**config.mk**
```make
export PLATFORM = sky130hd
export DESIGN_NAME = integer_to_ascii_radix_top_flat
export DESIGN_NICKNAME = d
export VERILOG_FILES = /design/src/rtl/i2a_pkg.sv /design/src/rtl/i2a_if.sv /design/src/rtl/integer_to_ascii_radix_top.sv /design/src/rtl/i2a_bcd.sv /design/src/rtl/i2a_emit.sv /design/src/flat_wrapper.sv
export SDC_FILE = /design/constraint.sdc
export NUM_CORES = 1
export LEC_CHECK = 0
export ABC_AREA = 1
export BUFFER_PORTS_ARGS = -buffer_cell sky130_fd_sc_hd__buf_2
export CAP_MARGIN = 10
export CORE_ASPECT_RATIO = 1.75
export CORE_UTILIZATION = 60
export CTS_BUF_LIST = sky130_fd_sc_hd__clkbuf_2 sky130_fd_sc_hd__clkbuf_4 sky130_fd_sc_hd__clkbuf_8
export CTS_CLUSTER_SIZE = 28
export DETAILED_ROUTE_END_ITERATION = 8
export PLACE_DENSITY_LB_ADDON = 0.2
export SYNTH_ARGS = -nofsm -noshare
export SYNTH_HDL_FRONTEND = slang
export SYNTH_SLANG_ARGS = --single-unit
```
**constraint.sdc**
```tcl
create_clock -name i_clk -period 3.3 [get_ports i_clk]
set_input_delay 0.66 -clock i_clk [delete_from_list [all_inputs] [get_ports i_clk]]
set_output_delay 0.66 -clock i_clk [all_outputs]
set_load 0.005 [all_outputs]
```
**src/rtl/i2a_pkg.sv**
```systemverilog
`default_nettype none
package i2a_pkg;

    localparam int VALUE_W = 32;
    localparam int BCD_W   = 40;
    localparam int SH_W    = 44;
    localparam int CNT_W   = 4;
    localparam int BIT_CNT_W = 5;

    // radix codes on the action field
    localparam logic [1:0] MODE_DEC = 2'd0;
    localparam logic [1:0] MODE_OCT = 2'd1;

    // digit counts per radix
    localparam logic [CNT_W-1:0] DEC_DIGITS = 4'd10;
    localparam logic [CNT_W-1:0] OCT_DIGITS = 4'd11;
    localparam logic [CNT_W-1:0] HEX_DIGITS = 4'd8;

    localparam logic [7:0] CH_ZERO   = 8'h30;
    localparam logic [7:0] CH_ALPHA  = 8'h57;  // 'a' - 10
    localparam logic [7:0] CH_MINUS  = 8'h2d;

    // load command from the top level to the character emitter
    typedef struct packed {
        logic [SH_W-1:0]  digits;  // MSB-aligned digit string
        logic [CNT_W-1:0] count;   // digits in the string
        logic             oct;     // 3-bit digits when set, else 4-bit
        logic             neg;     // emit '-' first
    } t_load;

    function automatic logic [7:0] glyph(input logic [3:0] d);
        logic [7:0] w;
        w = {4'b0000, d};
        glyph = (d < 4'd10) ? (CH_ZERO + w) : (CH_ALPHA + w);
    endfunction

endpackage
`default_nettype wire

```
**src/rtl/i2a_if.sv**
```systemverilog
`default_nettype none
interface i2a_in_if;
    logic        valid;
    logic        ready;
    logic [1:0]  action;
    logic [31:0] value;

    modport source (output valid, output action, output value, input ready);
    modport sink   (input valid, input action, input value, output ready);
endinterface

interface i2a_out_if;
    logic       valid;
    logic       ready;
    logic [7:0] character;
    logic       last;

    modport source (output valid, output character, output last, input ready);
    modport sink   (input valid, input character, input last, output ready);
endinterface
`default_nettype wire

```
**src/rtl/integer_to_ascii_radix_top.sv**
```systemverilog
// Integer to ASCII formatter, decimal / octal / hex.
// i_in  : valid/ready item with action (0 signed decimal, 1 octal, 2 or 3 hex)
//         and a 32-bit value.
// o_out : valid/ready stream of ASCII characters, most significant first,
//         last set on the final character of each run (1 to 11 characters).
// Decimal goes through a bit-serial double-dabble converter, one binary bit
// per cycle, and is then loaded into the emitter. The emitter then drops one
// leading zero per cycle and hands out one character per cycle while the
// receiver takes them. Octal/hex load into the emitter at the accept edge.
// One item is in flight at a time; i_in.ready rises once the last character
// sits in the output register, so the next item is taken while it waits.
// On a stall the output register holds; the emitter only skips leading zeros.
// Reset (synchronous, active low) empties the output register and drops any
// item in progress.
`default_nettype none
module integer_to_ascii_radix_top
    import i2a_pkg::*;
(
    input  wire logic i_clk,
    input  wire logic i_rst_n,
    i2a_in_if.sink    i_in,
    i2a_out_if.source o_out
);

    logic               bcd_busy;
    logic               bcd_done;
    logic [BCD_W-1:0]   bcd;
    logic               emit_busy;
    logic               accept;
    logic               start_dec;
    logic               load;
    logic [VALUE_W-1:0] mag;
    t_load              cmd;
    logic               r_neg;

    // one item at a time: converter and emitter must both be free
    assign i_in.ready = !bcd_busy && !emit_busy;
    assign accept     = i_in.valid && i_in.ready;
    assign start_dec  = accept && (i_in.action == MODE_DEC);
    assign load       = (accept && !start_dec) || bcd_done;

    // decimal magnitude; 0x80000000 maps onto itself, which is right unsigned
    assign mag = i_in.value[VALUE_W-1] ? (~i_in.value + VALUE_W'(1)) : i_in.value;

    always_ff @(posedge i_clk) begin
        if (start_dec) begin
            r_neg <= i_in.value[VALUE_W-1];
        end
    end

    // digit string handed to the emitter, MSB-aligned
    always_comb begin
        if (bcd_done) begin
            cmd.digits = {bcd, 4'b0000};
            cmd.count  = DEC_DIGITS;
            cmd.oct    = 1'b0;
            cmd.neg    = r_neg;
        end else if (i_in.action == MODE_OCT) begin
            // 11 octal digits need 33 bits: pad one zero on top
            cmd.digits = {1'b0, i_in.value, 11'b0};
            cmd.count  = OCT_DIGITS;
            cmd.oct    = 1'b1;
            cmd.neg    = 1'b0;
        end else begin
            cmd.digits = {i_in.value, 12'b0};
            cmd.count  = HEX_DIGITS;
            cmd.oct    = 1'b0;
            cmd.neg    = 1'b0;
        end
    end

    i2a_bcd u_bcd (
        .i_clk   (i_clk),
        .i_rst_n (i_rst_n),
        .i_start (start_dec),
        .i_mag   (mag),
        .o_busy  (bcd_busy),
        .o_done  (bcd_done),
        .o_bcd   (bcd)
    );

    i2a_emit u_emit (
        .i_clk   (i_clk),
        .i_rst_n (i_rst_n),
        .i_load  (load),
        .i_cmd   (cmd),
        .o_busy  (emit_busy),
        .o_out   (o_out)
    );

endmodule
`default_nettype wire

```
**src/rtl/i2a_bcd.sv**
```systemverilog
`default_nettype none
module i2a_bcd
    import i2a_pkg::*;
(
    input  wire logic               i_clk,
    input  wire logic               i_rst_n,
    input  wire logic               i_start,
    input  wire logic [VALUE_W-1:0] i_mag,
    output logic                    o_busy,
    output logic                    o_done,
    output logic [BCD_W-1:0]        o_bcd
);

    logic [VALUE_W-1:0]   r_bin, n_bin;
    logic [BCD_W-1:0]     r_bcd, n_bcd;
    logic [BIT_CNT_W-1:0] r_cnt, n_cnt;
    logic                 r_busy, n_busy;
    logic                 r_done, n_done;
    logic [BCD_W-1:0]     adj;

    // add 3 to every digit of 5 or more, then shift in one binary bit
    always_comb begin
        for (int i = 0; i < BCD_W / 4; i++) begin
            adj[4*i +: 4] = (r_bcd[4*i +: 4] >= 4'd5) ? (r_bcd[4*i +: 4] + 4'd3)
                                                       : r_bcd[4*i +: 4];
        end
    end

    always_comb begin
        n_bin  = r_bin;
        n_bcd  = r_bcd;
        n_cnt  = r_cnt;
        n_busy = r_busy;
        n_done = 1'b0;
        if (i_start) begin
            n_bin  = i_mag;
            n_bcd  = '0;
            n_cnt  = '0;
            n_busy = 1'b1;
        end else if (r_busy) begin
            n_bcd = {adj[BCD_W-2:0], r_bin[VALUE_W-1]};
            n_bin = {r_bin[VALUE_W-2:0], 1'b0};
            n_cnt = r_cnt + BIT_CNT_W'(1);
            if (r_cnt == BIT_CNT_W'(VALUE_W - 1)) begin
                n_busy = 1'b0;
                n_done = 1'b1;
            end
        end
    end

    always_ff @(posedge i_clk) begin
        if (!i_rst_n) begin
            r_busy <= 1'b0;
            r_done <= 1'b0;
            r_cnt  <= '0;
        end else begin
            r_busy <= n_busy;
            r_done <= n_done;
            r_cnt  <= n_cnt;
        end
        r_bin <= n_bin;
        r_bcd <= n_bcd;
    end

    assign o_busy = r_busy | r_done;
    assign o_done = r_done;
    assign o_bcd  = r_bcd;

endmodule
`default_nettype wire

```
**src/rtl/i2a_emit.sv**
```systemverilog
`default_nettype none
module i2a_emit
    import i2a_pkg::*;
(
    input  wire logic  i_clk,
    input  wire logic  i_rst_n,
    input  wire logic  i_load,
    input  wire t_load i_cmd,
    output logic       o_busy,
    i2a_out_if.source  o_out
);

    logic [SH_W-1:0]  r_sh, n_sh;
    logic [CNT_W-1:0] r_cnt, n_cnt;
    logic             r_oct, n_oct;
    logic             r_sign, n_sign;
    logic             r_lead, n_lead;
    logic             r_busy, n_busy;
    logic             r_ov, n_ov;
    logic [7:0]       r_char, n_char;
    logic             r_last, n_last;

    logic [3:0]       digit;
    logic [SH_W-1:0]  shifted;
    logic             skip;
    logic             slot;

    always_comb begin
        digit   = r_oct ? {1'b0, r_sh[SH_W-1 -: 3]} : r_sh[SH_W-1 -: 4];
        shifted = r_oct ? {r_sh[SH_W-4:0], 3'b000} : {r_sh[SH_W-5:0], 4'b0000};
        // leading zero: drop it unless it is the only digit left
        skip    = r_busy && r_lead && (digit == 4'd0) && (r_cnt > 4'd1);
        slot    = !r_ov || o_out.ready;

        n_sh   = r_sh;
        n_cnt  = r_cnt;
        n_oct  = r_oct;
        n_sign = r_sign;
        n_lead = r_lead;
        n_busy = r_busy;
        n_ov   = r_ov && !o_out.ready;
        n_char = r_char;
        n_last = r_last;

        if (i_load) begin
            n_sh   = i_cmd.digits;
            n_cnt  = i_cmd.count;
            n_oct  = i_cmd.oct;
            n_sign = i_cmd.neg;
            n_lead = 1'b1;
            n_busy = 1'b1;
        end else if (r_busy) begin
            if (r_sign && slot) begin
                n_ov   = 1'b1;
                n_char = CH_MINUS;
                n_last = 1'b0;
                n_sign = 1'b0;
            end
            if (skip) begin
                n_sh  = shifted;
                n_cnt = r_cnt - 4'd1;
            end else if (!r_sign && slot) begin
                n_ov   = 1'b1;
                n_char = glyph(digit);
                n_last = (r_cnt == 4'd1);
                n_sh   = shifted;
                n_cnt  = r_cnt - 4'd1;
                n_lead = 1'b0;
                if (r_cnt == 4'd1) begin
                    n_busy = 1'b0;
                end
            end
        end
    end

    always_ff @(posedge i_clk) begin
        if (!i_rst_n) begin
            r_busy <= 1'b0;
            r_ov   <= 1'b0;
            r_sign <= 1'b0;
            r_lead <= 1'b0;
            r_cnt  <= '0;
        end else begin
            r_busy <= n_busy;
            r_ov   <= n_ov;
            r_sign <= n_sign;
            r_lead <= n_lead;
            r_cnt  <= n_cnt;
        end
        r_sh   <= n_sh;
        r_oct  <= n_oct;
        r_char <= n_char;
        r_last <= n_last;
    end

    assign o_busy          = r_busy;
    assign o_out.valid     = r_ov;
    assign o_out.character = r_char;
    assign o_out.last      = r_last;

endmodule
`default_nettype wire

```
**src/flat_wrapper.sv**
```systemverilog
// flat-port wrapper written by rule: the top's interface ports become plain ports
module integer_to_ascii_radix_top_flat import i2a_pkg::*;
  (i_clk, i_rst_n, i_in_valid, i_in_action, i_in_value, i_in_ready, o_out_valid, o_out_character, o_out_last, o_out_ready);
  i2a_in_if i_in_i ();
  i2a_out_if o_out_i ();
  input  wire logic i_clk;
  input  wire logic i_rst_n;
  input wire logic [$bits(i_in_i.valid)-1:0] i_in_valid;
  input wire logic [$bits(i_in_i.action)-1:0] i_in_action;
  input wire logic [$bits(i_in_i.value)-1:0] i_in_value;
  output wire logic [$bits(i_in_i.ready)-1:0] i_in_ready;
  output wire logic [$bits(o_out_i.valid)-1:0] o_out_valid;
  output wire logic [$bits(o_out_i.character)-1:0] o_out_character;
  output wire logic [$bits(o_out_i.last)-1:0] o_out_last;
  input wire logic [$bits(o_out_i.ready)-1:0] o_out_ready;
  assign i_in_i.valid = i_in_valid;
  assign i_in_i.action = i_in_action;
  assign i_in_i.value = i_in_value;
  assign i_in_ready = i_in_i.ready;
  assign o_out_valid = o_out_i.valid;
  assign o_out_character = o_out_i.character;
  assign o_out_last = o_out_i.last;
  assign o_out_i.ready = o_out_ready;
  integer_to_ascii_radix_top u_core (.i_clk(i_clk), .i_rst_n(i_rst_n), .i_in(i_in_i), .o_out(o_out_i));
endmodule
```
== After elaboration in Yosys (flattened, before gate mapping) ==
Index checks and enable logic that the tools add are counted.
Word-level totals
  bits in registers: 142
  input port bits: 38
  output and inout port bits: 11
  logic and storage cells: 135
Cells by class
  add/sub/neg operators: 15
  $lt $le $gt $ge: 12
  equal/unequal tests: 4
  mux-type cells: 53
  bitwise logic cells: 5
  reductions and logical operators: 31
Operators by type and width (count)
  $mux W44: 5
  $mux W50: 2
  $mux W32: 3
  $mux W4: 14
  $ge A4 B3 Y1 const B: 10
  $add A4 B2 Y4 const B: 9
  $add A32 B1 Y32 const B: 1
  $mux W8: 4
  $not A32 Y32: 1
  $mux W1: 24
  $logic_and A1 B1 Y1: 10
  $add A7 B4 Y8 const A: 1
  $reduce_bool A2 Y1: 4
  $add A6 B4 Y7 const A: 1
  $logic_not A1 Y1: 6
  $reduce_and A2 Y1: 3
  $add A5 B1 Y5 const B: 1
  $eq A5 B5 Y1 const B: 1
  $eq A4 B1 Y1 const B: 1
  $gt A4 B1 Y1 const B: 1
  $logic_not A4 Y1: 1
  $lt A4 B4 Y1 const B: 1
  $sub A4 B1 Y4 const B: 1
  $add A3 B2 Y3 const B: 1
  other kinds (11): 14

== Longest topological paths before layout ==
Gate-level depths: netlist (run 1).
  depth in word-level cells: 10
  depth in mapped cells: 13
  depth with buffers taken out: 13

== Hierarchy ==
Synthesis (run 1) repeated with hierarchy kept, for this count alone.
Second synthesis, totals
  cells, all modules: 1217
  area, all modules: 8789.7 sq um
By module, submodules not included
  i2a_bcd: instances 1, cells an instance 507, area each 3927.5 sq um, seq. area each 1901.8 sq um
  i2a_emit: instances 1, cells an instance 370, area each 3190.6 sq um, seq. area each 1781.7 sq um
  integer_to_ascii_radix_top: instances 1, cells an instance 340, area each 1671.6 sq um, seq. area each 30.0 sq um

== Worst setup path before layout (run 1) ==
OpenSTA, ideal clock, no wires.
  kind: register to register
  start: reg u_core.u_emit.r_oct
  end: reg u_core.u_emit.r_cnt[2]
  setup time: 0.122 ns
  data arrival time: 2.331 ns
  required time: 3.178 ns
  slack: 0.847 ns
  cell stages (with the launch flop): 13
  buffers on the path: 1
  period minus slack after synthesis: 2.453 ns
  cells stage by stage: edfxtp_1 > buf_2 > o21ai_0 > ha_1 > nand2_1 > nor2_1 > nand3_1 > nand2_1 > nand2_1 > nand2_2 > inv_1 > nand2_1 > a21oi_1
Between the ends
  cells in the longest elaborated chain, start to end: 7
  elaborated cells on any way between the ends: 9
  classes of those cells: mux: 4; reduce/logical: 5
Ends and longest elaborated chain
  start: declaration: line i2a_emit.sv:15  | logic r_oct, n_oct;
  start signal: assignment: line i2a_emit.sv:91  | r_oct <= n_oct;
  $mux W4 *: line i2a_emit.sv:29  | digit = r_oct ? {1'b0, r_sh[SH_W-1 -: 3]} : r_sh[SH_W-1 -: 4];
  $logic_not A4 Y1 *: line i2a_emit.sv:32  | skip = r_busy && r_lead && (digit == 4'd0) && (r_cnt > 4'd1);
  $logic_and A1 B1 Y1 * (2 in series): line i2a_emit.sv:32
  $mux W4: line i2a_emit.sv:59  | if (skip) begin
  $mux W4: line i2a_emit.sv:52  | end else if (r_busy) begin
  $mux W4: line i2a_emit.sv:45  | if (i_load) begin
  end signal: assignment: line i2a_emit.sv:88  | r_cnt <= n_cnt;
  end: declaration: line i2a_emit.sv:14  | logic [CNT_W-1:0] r_cnt, n_cnt;
Every way passes the cells marked *; elsewhere a longest branch is shown, timed or not. The select of a mux whose other input is x is not followed.
A chain may end at the register's enable or synchronous reset.

== Worst setup path in the final report (run 1) ==
  start: reg u_core.u_bcd.r_done (netlist: u_core.u_bcd.o_done)
  end: reg u_core.u_emit.r_cnt[0]
Between the ends
  cells in the longest elaborated chain, start to end: 10
  elaborated cells on any way between the ends: 13
  classes of those cells: mux: 2; bitwise: 1; reduce/logical: 10
Ends and longest elaborated chain
  start: declaration: line i2a_bcd.sv:18  | logic r_done, n_done;
  start signal: assignment: line i2a_bcd.sv:58  | r_done <= n_done;
  $or A1 B1 Y1: line i2a_bcd.sv:65  | assign o_busy = r_busy | r_done;
  $logic_not A1 Y1: line integer_to_ascii_radix_top.sv:37  | assign i_in.ready = !bcd_busy && !emit_busy;
  $logic_and A1 B1 Y1: line integer_to_ascii_radix_top.sv:37
  $logic_and A1 B1 Y1: line integer_to_ascii_radix_top.sv:38  | assign accept = i_in.valid && i_in.ready;
  $logic_and A1 B1 Y1: line integer_to_ascii_radix_top.sv:39  | assign start_dec = accept && (i_in.action == MODE_DEC);
  $logic_not A1 Y1: line integer_to_ascii_radix_top.sv:40  | assign load = (accept && !start_dec) || bcd_done;
  $logic_and A1 B1 Y1: line integer_to_ascii_radix_top.sv:40
  $logic_or A1 B1 Y1: line integer_to_ascii_radix_top.sv:40
  $reduce_bool A3 Y1 (no source line) / $reduce_bool A2 Y1 (equally long branches)
  $reduce_and A2 Y1 (no source line)
Several ways; a longest one is shown, not always the timed one.

==> run metrics, run 1 <==
Initial Util approximately three fifths; total negative setup slack 0 ns; Hold EP u_core.u_bcd.r_cnt[4]$_SDFFE_PP0P_; FF-to-FF End u_core.u_emit.r_cnt[0]$_SDFFE_PN0P_; Setup crit end kind register; Design Area, Final around 0.0088 mm²; routed length on met1 7970 µm; Starting DRT DRC Count slightly below 700; r2r worst-path depth 9; Setup WS pre-CTS 0.907 ns; maximum number of pins on one net before global-route repair 48; Filler Cell Count about 1,100; crit path kind reg -> reg; Post-Syn Area 0.00806 mm²; DRC 0; Die Area roughly 0.014 mm²; io pins around 50; Crit-path slowest cell dfxtp_1; Post-CTS Setup Repair Bufs 0; Syn-to-layout area delta 8.66%; CTS tree done; Post-Route WL a little over 20,000 µm; CP max stage delay 0.42 ns; Die Span X 89.6 µm; most used cell, CP buf_4; crit path launch type register; post-layout min period approximately 2.3 ns; # hold bufs at CTS 0; Net count, final between 1,000 and 1,500; Worst Hold Launch u_core.u_bcd.r_cnt[4]$_SDFFE_PP0P_; RSZ-0062 raised after global routing false; Synth Instances between 1,000 and 1,500; critical path arrival approximately 2.7 ns; final setup violation count 0; # diodes 0; Seq cells post-synth between 100 and 150; met2 WL post-DR about 11,000 µm; Worst Setup Slack, final approximately 0.97 ns; Syn Area/Cell 7.92 µm²; cts repair resizes 0; first-pass GRT wire length between 30,000 and 40,000 µm; Worst Tran Pin Value about 0.8 ns; Placed Cells incl. Taps between 1,000 and 1,500; clk_skew between 0.01 and 0.015 ns; Slew HR 46.2%; die height roughly 160 µm; Vias/cell approximately 6.0; Yosys cell types between 40 and 50; CTS Root Cell clkbuf_8; Pleak about 3.7 nW; critical path, cell by cell inv_2, buf_4, nand2_4, inv_4, nand2_2, buf_4, inv_1, nand2_1, a21oi_1; Peak VDD IR 304 µV; initial antenna violation count 0; Hold Crit Class reg -> reg; routability cong. approximately 0.93; DP HPWL ~14,000 µm; Tot GR Track Use between 30% and 40%; Hold Path Depth 2; Core ar. between 0.01 and 0.015 mm²; number of routed nets with antenna violations 0; hold_ws around 0.47 ns; Max-Cap Viols 0; pwr dens 584 mW/mm²; fin crit share slightly above 70%; outcome finished clean; highest routed metal layer met4; Hold Violations, Final 0; sequential-to-total area share from yosys stat between 40% and 50%; vias 7,395; syn_nets between 1,000 and 1,500; DP Area 0.00836 mm²; R2R setup slack between 0.9 and 1 ns; met3 wire length 1250 µm; Final Slew Violations 0; clock slew at reported path FFs about 0.080 ns; reg2reg start u_core.u_bcd.o_done$_SDFF_PP0_; GRT overflow 0; Syn. warnings 0; TritonCTS Buffers 17; DRT Pass-1 Iters 6; CTS sink count about 140; fraction of layout cells with a size suffix above 1 between 10% and 20%; vias in the first global route approximately 7,000; clk buf depth 2; clk_lat worst skew between 0.4 and 0.5 ns; Max Fanout on Critical Path 45; Port Buf Inserts 48; H-tree depth 4; fmax 429 MHz; num rows 55; fin cells between 1,000 and 1,500; Routed WL per cell about 17 µm; worst path required time 3.68 ns
## per-stage QoR
stage | utilization [%] | total power [mW]
floorplan | - | 3.32
global placement | 64.3 | 3.67
detailed placement | 64.3 | 3.70
CTS | 67.3 | 5.10
global route | 67.3 | 5.40
finish | 67.3 | 5.11
## report_power, final
| part | internal [mW] | switching (mW) | leakage [nW] |
|---|---|---|---|
| Combinational | 0.446 | 0.868 | 2.22 |
| Sequential | 2.18 | 0.201 | 1.24 |
| Clock | 0.717 | 0.701 | 0.206 |
| Total | 3.34 | 1.77 | 3.66 |
## sequential cells by signal, indices dropped and copies added (netlist names), 4 cells and up
signal                         flops
u_core.u_bcd.o_bcd                40
u_core.u_emit.o_out.character      8
u_core.u_bcd.r_cnt                 5
u_core.u_emit.r_sh                40
u_core.u_bcd.r_bin                32
u_core.u_emit.r_cnt                4
## synth_stat cells
cell | n | area (µm²)
buf_6 | 8 | 90.1
nor2_2 | 1 | 6.26
buf_4 | 1 | 7.51
a211oi_1 | 1 | 7.51
o211ai_1 | 3 | 22.5
xnor2_1 | 1 | 8.76
nand3_1 | 48 | 240
nand2_1 | 250 | 938
inv_1 | 112 | 420
o32ai_1 | 12 | 105
nor3_1 | 20 | 100
nand2_4 | 2 | 22.5
a21oi_1 | 31 | 155
inv_4 | 1 | 6.26
clkbuf_1 | 15 | 56.3
a21oi_2 | 1 | 8.76
o22ai_1 | 23 | 144
nor2_4 | 2 | 22.5
o21a_1 | 1 | 7.51
or2_1 | 1 | 6.26
and3_1 | 1 | 6.26
inv_2 | 7 | 26.3
o221ai_1 | 21 | 184
buf_2 | 21 | 105
nand3_2 | 2 | 20.0
ha_1 | 27 | 338
o21ai_1 | 7 | 35.0
o21ai_0 | 90 | 450
edfxtp_1 | 83 | 2490
nand4_1 | 3 | 18.8
o31ai_1 | 6 | 45.0
or2_2 | 3 | 18.8
dfxtp_1 | 55 | 1100
xor2_1 | 30 | 263
o22a_1 | 1 | 8.76
nand2_2 | 1 | 6.26
a31oi_1 | 34 | 213
o311ai_0 | 1 | 8.76
buf_1 | 2 | 7.51
clkinv_1 | 1 | 3.75
a21o_1 | 1 | 7.51
nor2_1 | 87 | 327
## area by class of cell
cell class	count	area (µm²)	area share [%]
timing repair buffer	61	350	4.00
multi-input combinational	712	3750	42.8
clock buffer	20	263	3.00
tap	171	214	2.44
clock inverter	12	135	1.54
sequential	138	3590	41.0
inverter	121	457	5.21
## cell families (layout without fill, tap and decap cells)
kind of cell | count (synthesis) | after routing | synth area share (%)
simple gates | 421 | 421 | 21.5
compound gates | 233 | 233 | 17.4
xor+xnor | 31 | 31 | 3.37
fa+ha+maj | 27 | 27 | 4.19
flops | 138 | 138 | 44.6
buf+inv | 168 | 214 | 8.97
## routing by layer
layer | GRT usage [%] | vias up
met4 | 13.7 | 0
met2 | 54.1 | 338
li1 | - | 3530
met5 | 0 | -
met3 | 5.15 | 56
met1 | 37.0 | 3471
## layout by cell type (no fill, tap or decap), types with 20 or more instances in the layout
cell type  netlist  layout
xor2_1          30      30
nand2_1        250     249
ha_1            27      27
inv_1          112     112
nand3_1         48      48
o221ai_1        21      21
a31oi_1         34      34
o21ai_0         90      90
a21oi_1         31      31
edfxtp_1        83      83
nor3_1          20      20
nor2_1          87      87
buf_2           21      48
dfxtp_1         55      55
o22ai_1         23      23
## how the worst max path moves through the flow
stage / start / to / slack [ns] / cells past startpoint
final: u_core.u_bcd.o_done$_SDFF_PP0_ / u_core.u_emit.r_cnt[0]$_SDFFE_PN0P_ / 0.97 / 9
after global routing: u_core.u_emit.r_oct$_SDFFCE_PP0N_ / u_core.u_emit.r_cnt[3]$_SDFFE_PN0P_ / 0.74 / 11
after CTS: u_core.u_emit.r_oct$_SDFFCE_PP0N_ / u_core.u_emit.o_out.character[5]$_DFFE_PP_ / 0.97 / 10
after detailed placement: i_in_action[1] / u_core.u_bcd.r_bin[29]$_DFFE_PP_ / 0.91 / 6
after global placement: i_in_action[1] / u_core.u_bcd.r_bin[25]$_DFFE_PP_ / 0.92 / 6
after floorplan: u_core.u_emit.r_oct$_SDFFCE_PP0N_ / u_core.u_emit.r_cnt[2]$_SDFFE_PN0P_ / 0.85 / 12
## worst max-delay path: cells and delay by family (launching register included)
family                 cells  cell delay (ns)
buffers and inverters      5             1.40
AOI/OAI and AO/OA          1             0.13
and+or+nand+nor            3             0.30
DFF                        1             0.42
Note: power is estimated with default switching activity, not from simulation.
==> inputs of run 2 (changes only) <==
CORE_UTILIZATION = 57   (was 60)
clock period = 2.1 ns   (was 3.3 ns; I/O delays follow)
==> run 2 against run 1 <==
Compared with the run above:
- flip-flop and latch count unchanged
- worst hold slack got worse by 0.18 ns
- largest cell class unchanged
- critical path type unchanged
- total power increased by 61%
- highest routed layer unchanged
- critical path depth rose by 1
- clock skew decreased by 0.0013 ns
- clock power increased by 66%
- cell count is 2.2% higher
- clock-buffer cell count fell by 1
- wire length up 2.6%
- core utilization shrank 1.9 points
- global-route usage down 1.7 points
- critical endpoint is now u_core.u_emit.o_out.character[5]$_DFFE_PP_
==> run metrics, run 2 (synthesized netlist as in run 1, its figures left out) <==
outcome finished clean; io pins 49 (unchanged); Net count, final 1,137 (+1.9%); final setup violation count 0 (unchanged); critical path arrival 2.12 ns (-0.59 ns); Worst Tran Pin Value 0.716 ns (-0.0872 ns); Tot GR Track Use 29.5% (-1.7 points); number of routed nets with antenna violations 0 (unchanged); maximum number of pins on one net before global-route repair 42 (-13%); initial antenna violation count 0 (unchanged); Starting DRT DRC Count 850 (+24%); clk_skew 0.0133 ns (-0.00129 ns); Hold Violations, Final 0 (unchanged); vias 7,422 (+0.37%); routability cong. 0.912 (-2.0%); CTS tree done; pwr dens 909 mW/mm² (+56%); Setup crit end kind register; Routed WL per cell 16.7 µm (+0.43%); fraction of layout cells with a size suffix above 1 12.9% (+2.2 points); Crit-path slowest cell edfxtp_1; fmax 523 MHz (+22%); Vias/cell 5.88 (-1.8%); crit path launch type register; clk_lat worst skew 0.45 ns (about the same); GRT overflow 0 (unchanged); die height 159 µm (+2.6%); CP Buf/Inv Count 2 (-3); DRC 0 (unchanged); Die Span X 91.9 µm (+2.5%); TritonCTS Buffers 17 (unchanged); Port Buf Inserts 48 (unchanged); Setup WS pre-CTS -0.0166 ns (-0.923 ns); hold_ws 0.295 ns (-0.179 ns); CTS Root Cell clkbuf_8; Syn-to-layout area delta 12.4%; CTS sink count 138 (unchanged); Worst path top cell family by delay simple AND/OR/NAND/NOR gates; area of the multi-input gates 0.00382 mm² (+2.0%); Final Slew Violations 0 (unchanged); critical path, cell by cell o21ai_2, ha_1, nand2_1, nor2_1, nand3_1, inv_1, nand2_1, nand2_2, inv_2, or2_2; worst path required time 2.31 ns (-1.37 ns); Hold Crit Class in -> reg; DRT Pass-1 Iters 6 (unchanged); Initial Util 58.3% (-3.7 points); H-tree depth 4 (unchanged); fin crit share 91.0% (+20 points); total chip power 8.24 mW (+61%); first-pass GRT wire length 34,100 µm (+3.2%); Post-Route WL 21,100 µm (+2.6%); CP max stage delay 0.49 ns (+0.07 ns); Die Area 0.0146 mm² (+5.2%); RSZ-0062 raised after global routing false; Worst Setup Slack, final 0.189 ns (-0.782 ns); crit path kind reg -> reg; FF+latch area 0.00359 mm² (unchanged); commonest non-fill, non-tap cell in the layout nand2_1; Peak VDD IR 496 µV (+63%); most frequent cells in the layout nand2_1, inv_1, nor2_1, o21ai_0, edfxtp_1; clock slew at reported path FFs 0.09 ns (about the same); DP HPWL 14,600 µm (+1.4%); Pleak 3.81 nW (+4.0%); most used cell, CP nand2_1; Max-Cap Viols 0 (unchanged); num rows 57 (+3.6%); Slew HR 52.2% (+6.0 points); vias in the first global route 7,337 (+4.2%); Core ar. 0.0138 mm² (+6.4%); Filler Cell Count 1,251 (+9.1%); clk buf depth 2 (unchanged); post-layout min period 1.91 ns (-0.418 ns); # diodes 0 (unchanged); # hold bufs at CTS 0 (unchanged); Max Fanout on Critical Path 6 (-87%)
[run 2: cell types whose count changed in the layout (fill, tap and decap cells not counted), sizes merged]
cell,previous run,this run
nand2,253,256
buf,61,79
clkbuf,20,19
bufinv,2,3
[run 2: per-layer routing]
layer / vias to the layer above / track usage (%) / wire length [µm]
li1: 3576 / - / -
met1: 3482 / 34.6 / 8340
met2: 304 / 52.4 / 10900
met3: 60 / 4.35 / 1160
met4: 0 / 13.3 / 651
met5: - / 0 / 0
[run 2: path summary, 6_finish.rpt]
| kind | slack [ns] | end | depth (start not counted) | from |
|---|---|---|---|---|
| worst max-delay path | 0.19 | u_core.u_emit.o_out.character[5]$_DFFE_PP_ | 10 | u_core.u_emit.r_oct$_SDFFCE_PP0N_ |
| worst min-delay path | 0.29 | u_core.u_emit.o_out.valid$_SDFF_PN0_ | 3 | o_out_ready |
| worst max register to register | 0.19 | u_core.u_emit.o_out.character[5]$_DFFE_PP_ | 10 | u_core.u_emit.r_oct$_SDFFCE_PP0N_ |
| worst min register to register | 0.48 | u_core.u_bcd.o_bcd[0]$_SDFFE_PP0P_ | 2 | u_core.u_bcd.r_bin[31]$_DFFE_PP_ |
[run 2: what timing repair did]
item / CTS / global route
setup buffers: 0 / 1
gates resized for setup: 2 / 7
setup endpoints to repair: 4 / 48
pin swaps: 2 / 2
gates cloned: 3 / 0
[run 2: cell type report]
type | count | share of cell area (%)
clock buffer | 19 | 2.82
clock inverter | 13 | 1.81
inverter | 121 | 5.04
multi-input combinational | 715 | 42.2
sequential | 138 | 39.7
tap | 177 | 2.44
timing repair buffer | 79 | 6.05
[run 2: worst reg2reg max path, stage by stage, from the launching register on]
cell and delay, ns:
edfxtp_1 0.49, o21ai_2 0.18, ha_1 0.16, nand2_1 0.05, nor2_1 0.10, nand3_1 0.11, inv_1 0.07, nand2_1 0.07
nand2_2 0.10, inv_2 0.07, or2_2 0.27
[run 2: power breakdown]
| group | internal (mW) | switching (mW) |
|---|---|---|
| clock network | 1.23 | 1.13 |
| logic | 0.759 | 1.38 |
| registers | 3.42 | 0.314 |
[run 2: through the flow]
step,cells,utilization (%),area [µm²],setup TNS [ns]
2_1_floorplan,1018,-,8080,0
3_3_place_gp,1226,62.0,8570,0
3_5_place_dp,1226,62.0,8570,-0.0405
4_1_cts,1261,65.3,9040,0
5_1_grt,1262,65.5,9060,0
6_report,1262,65.5,9060,0
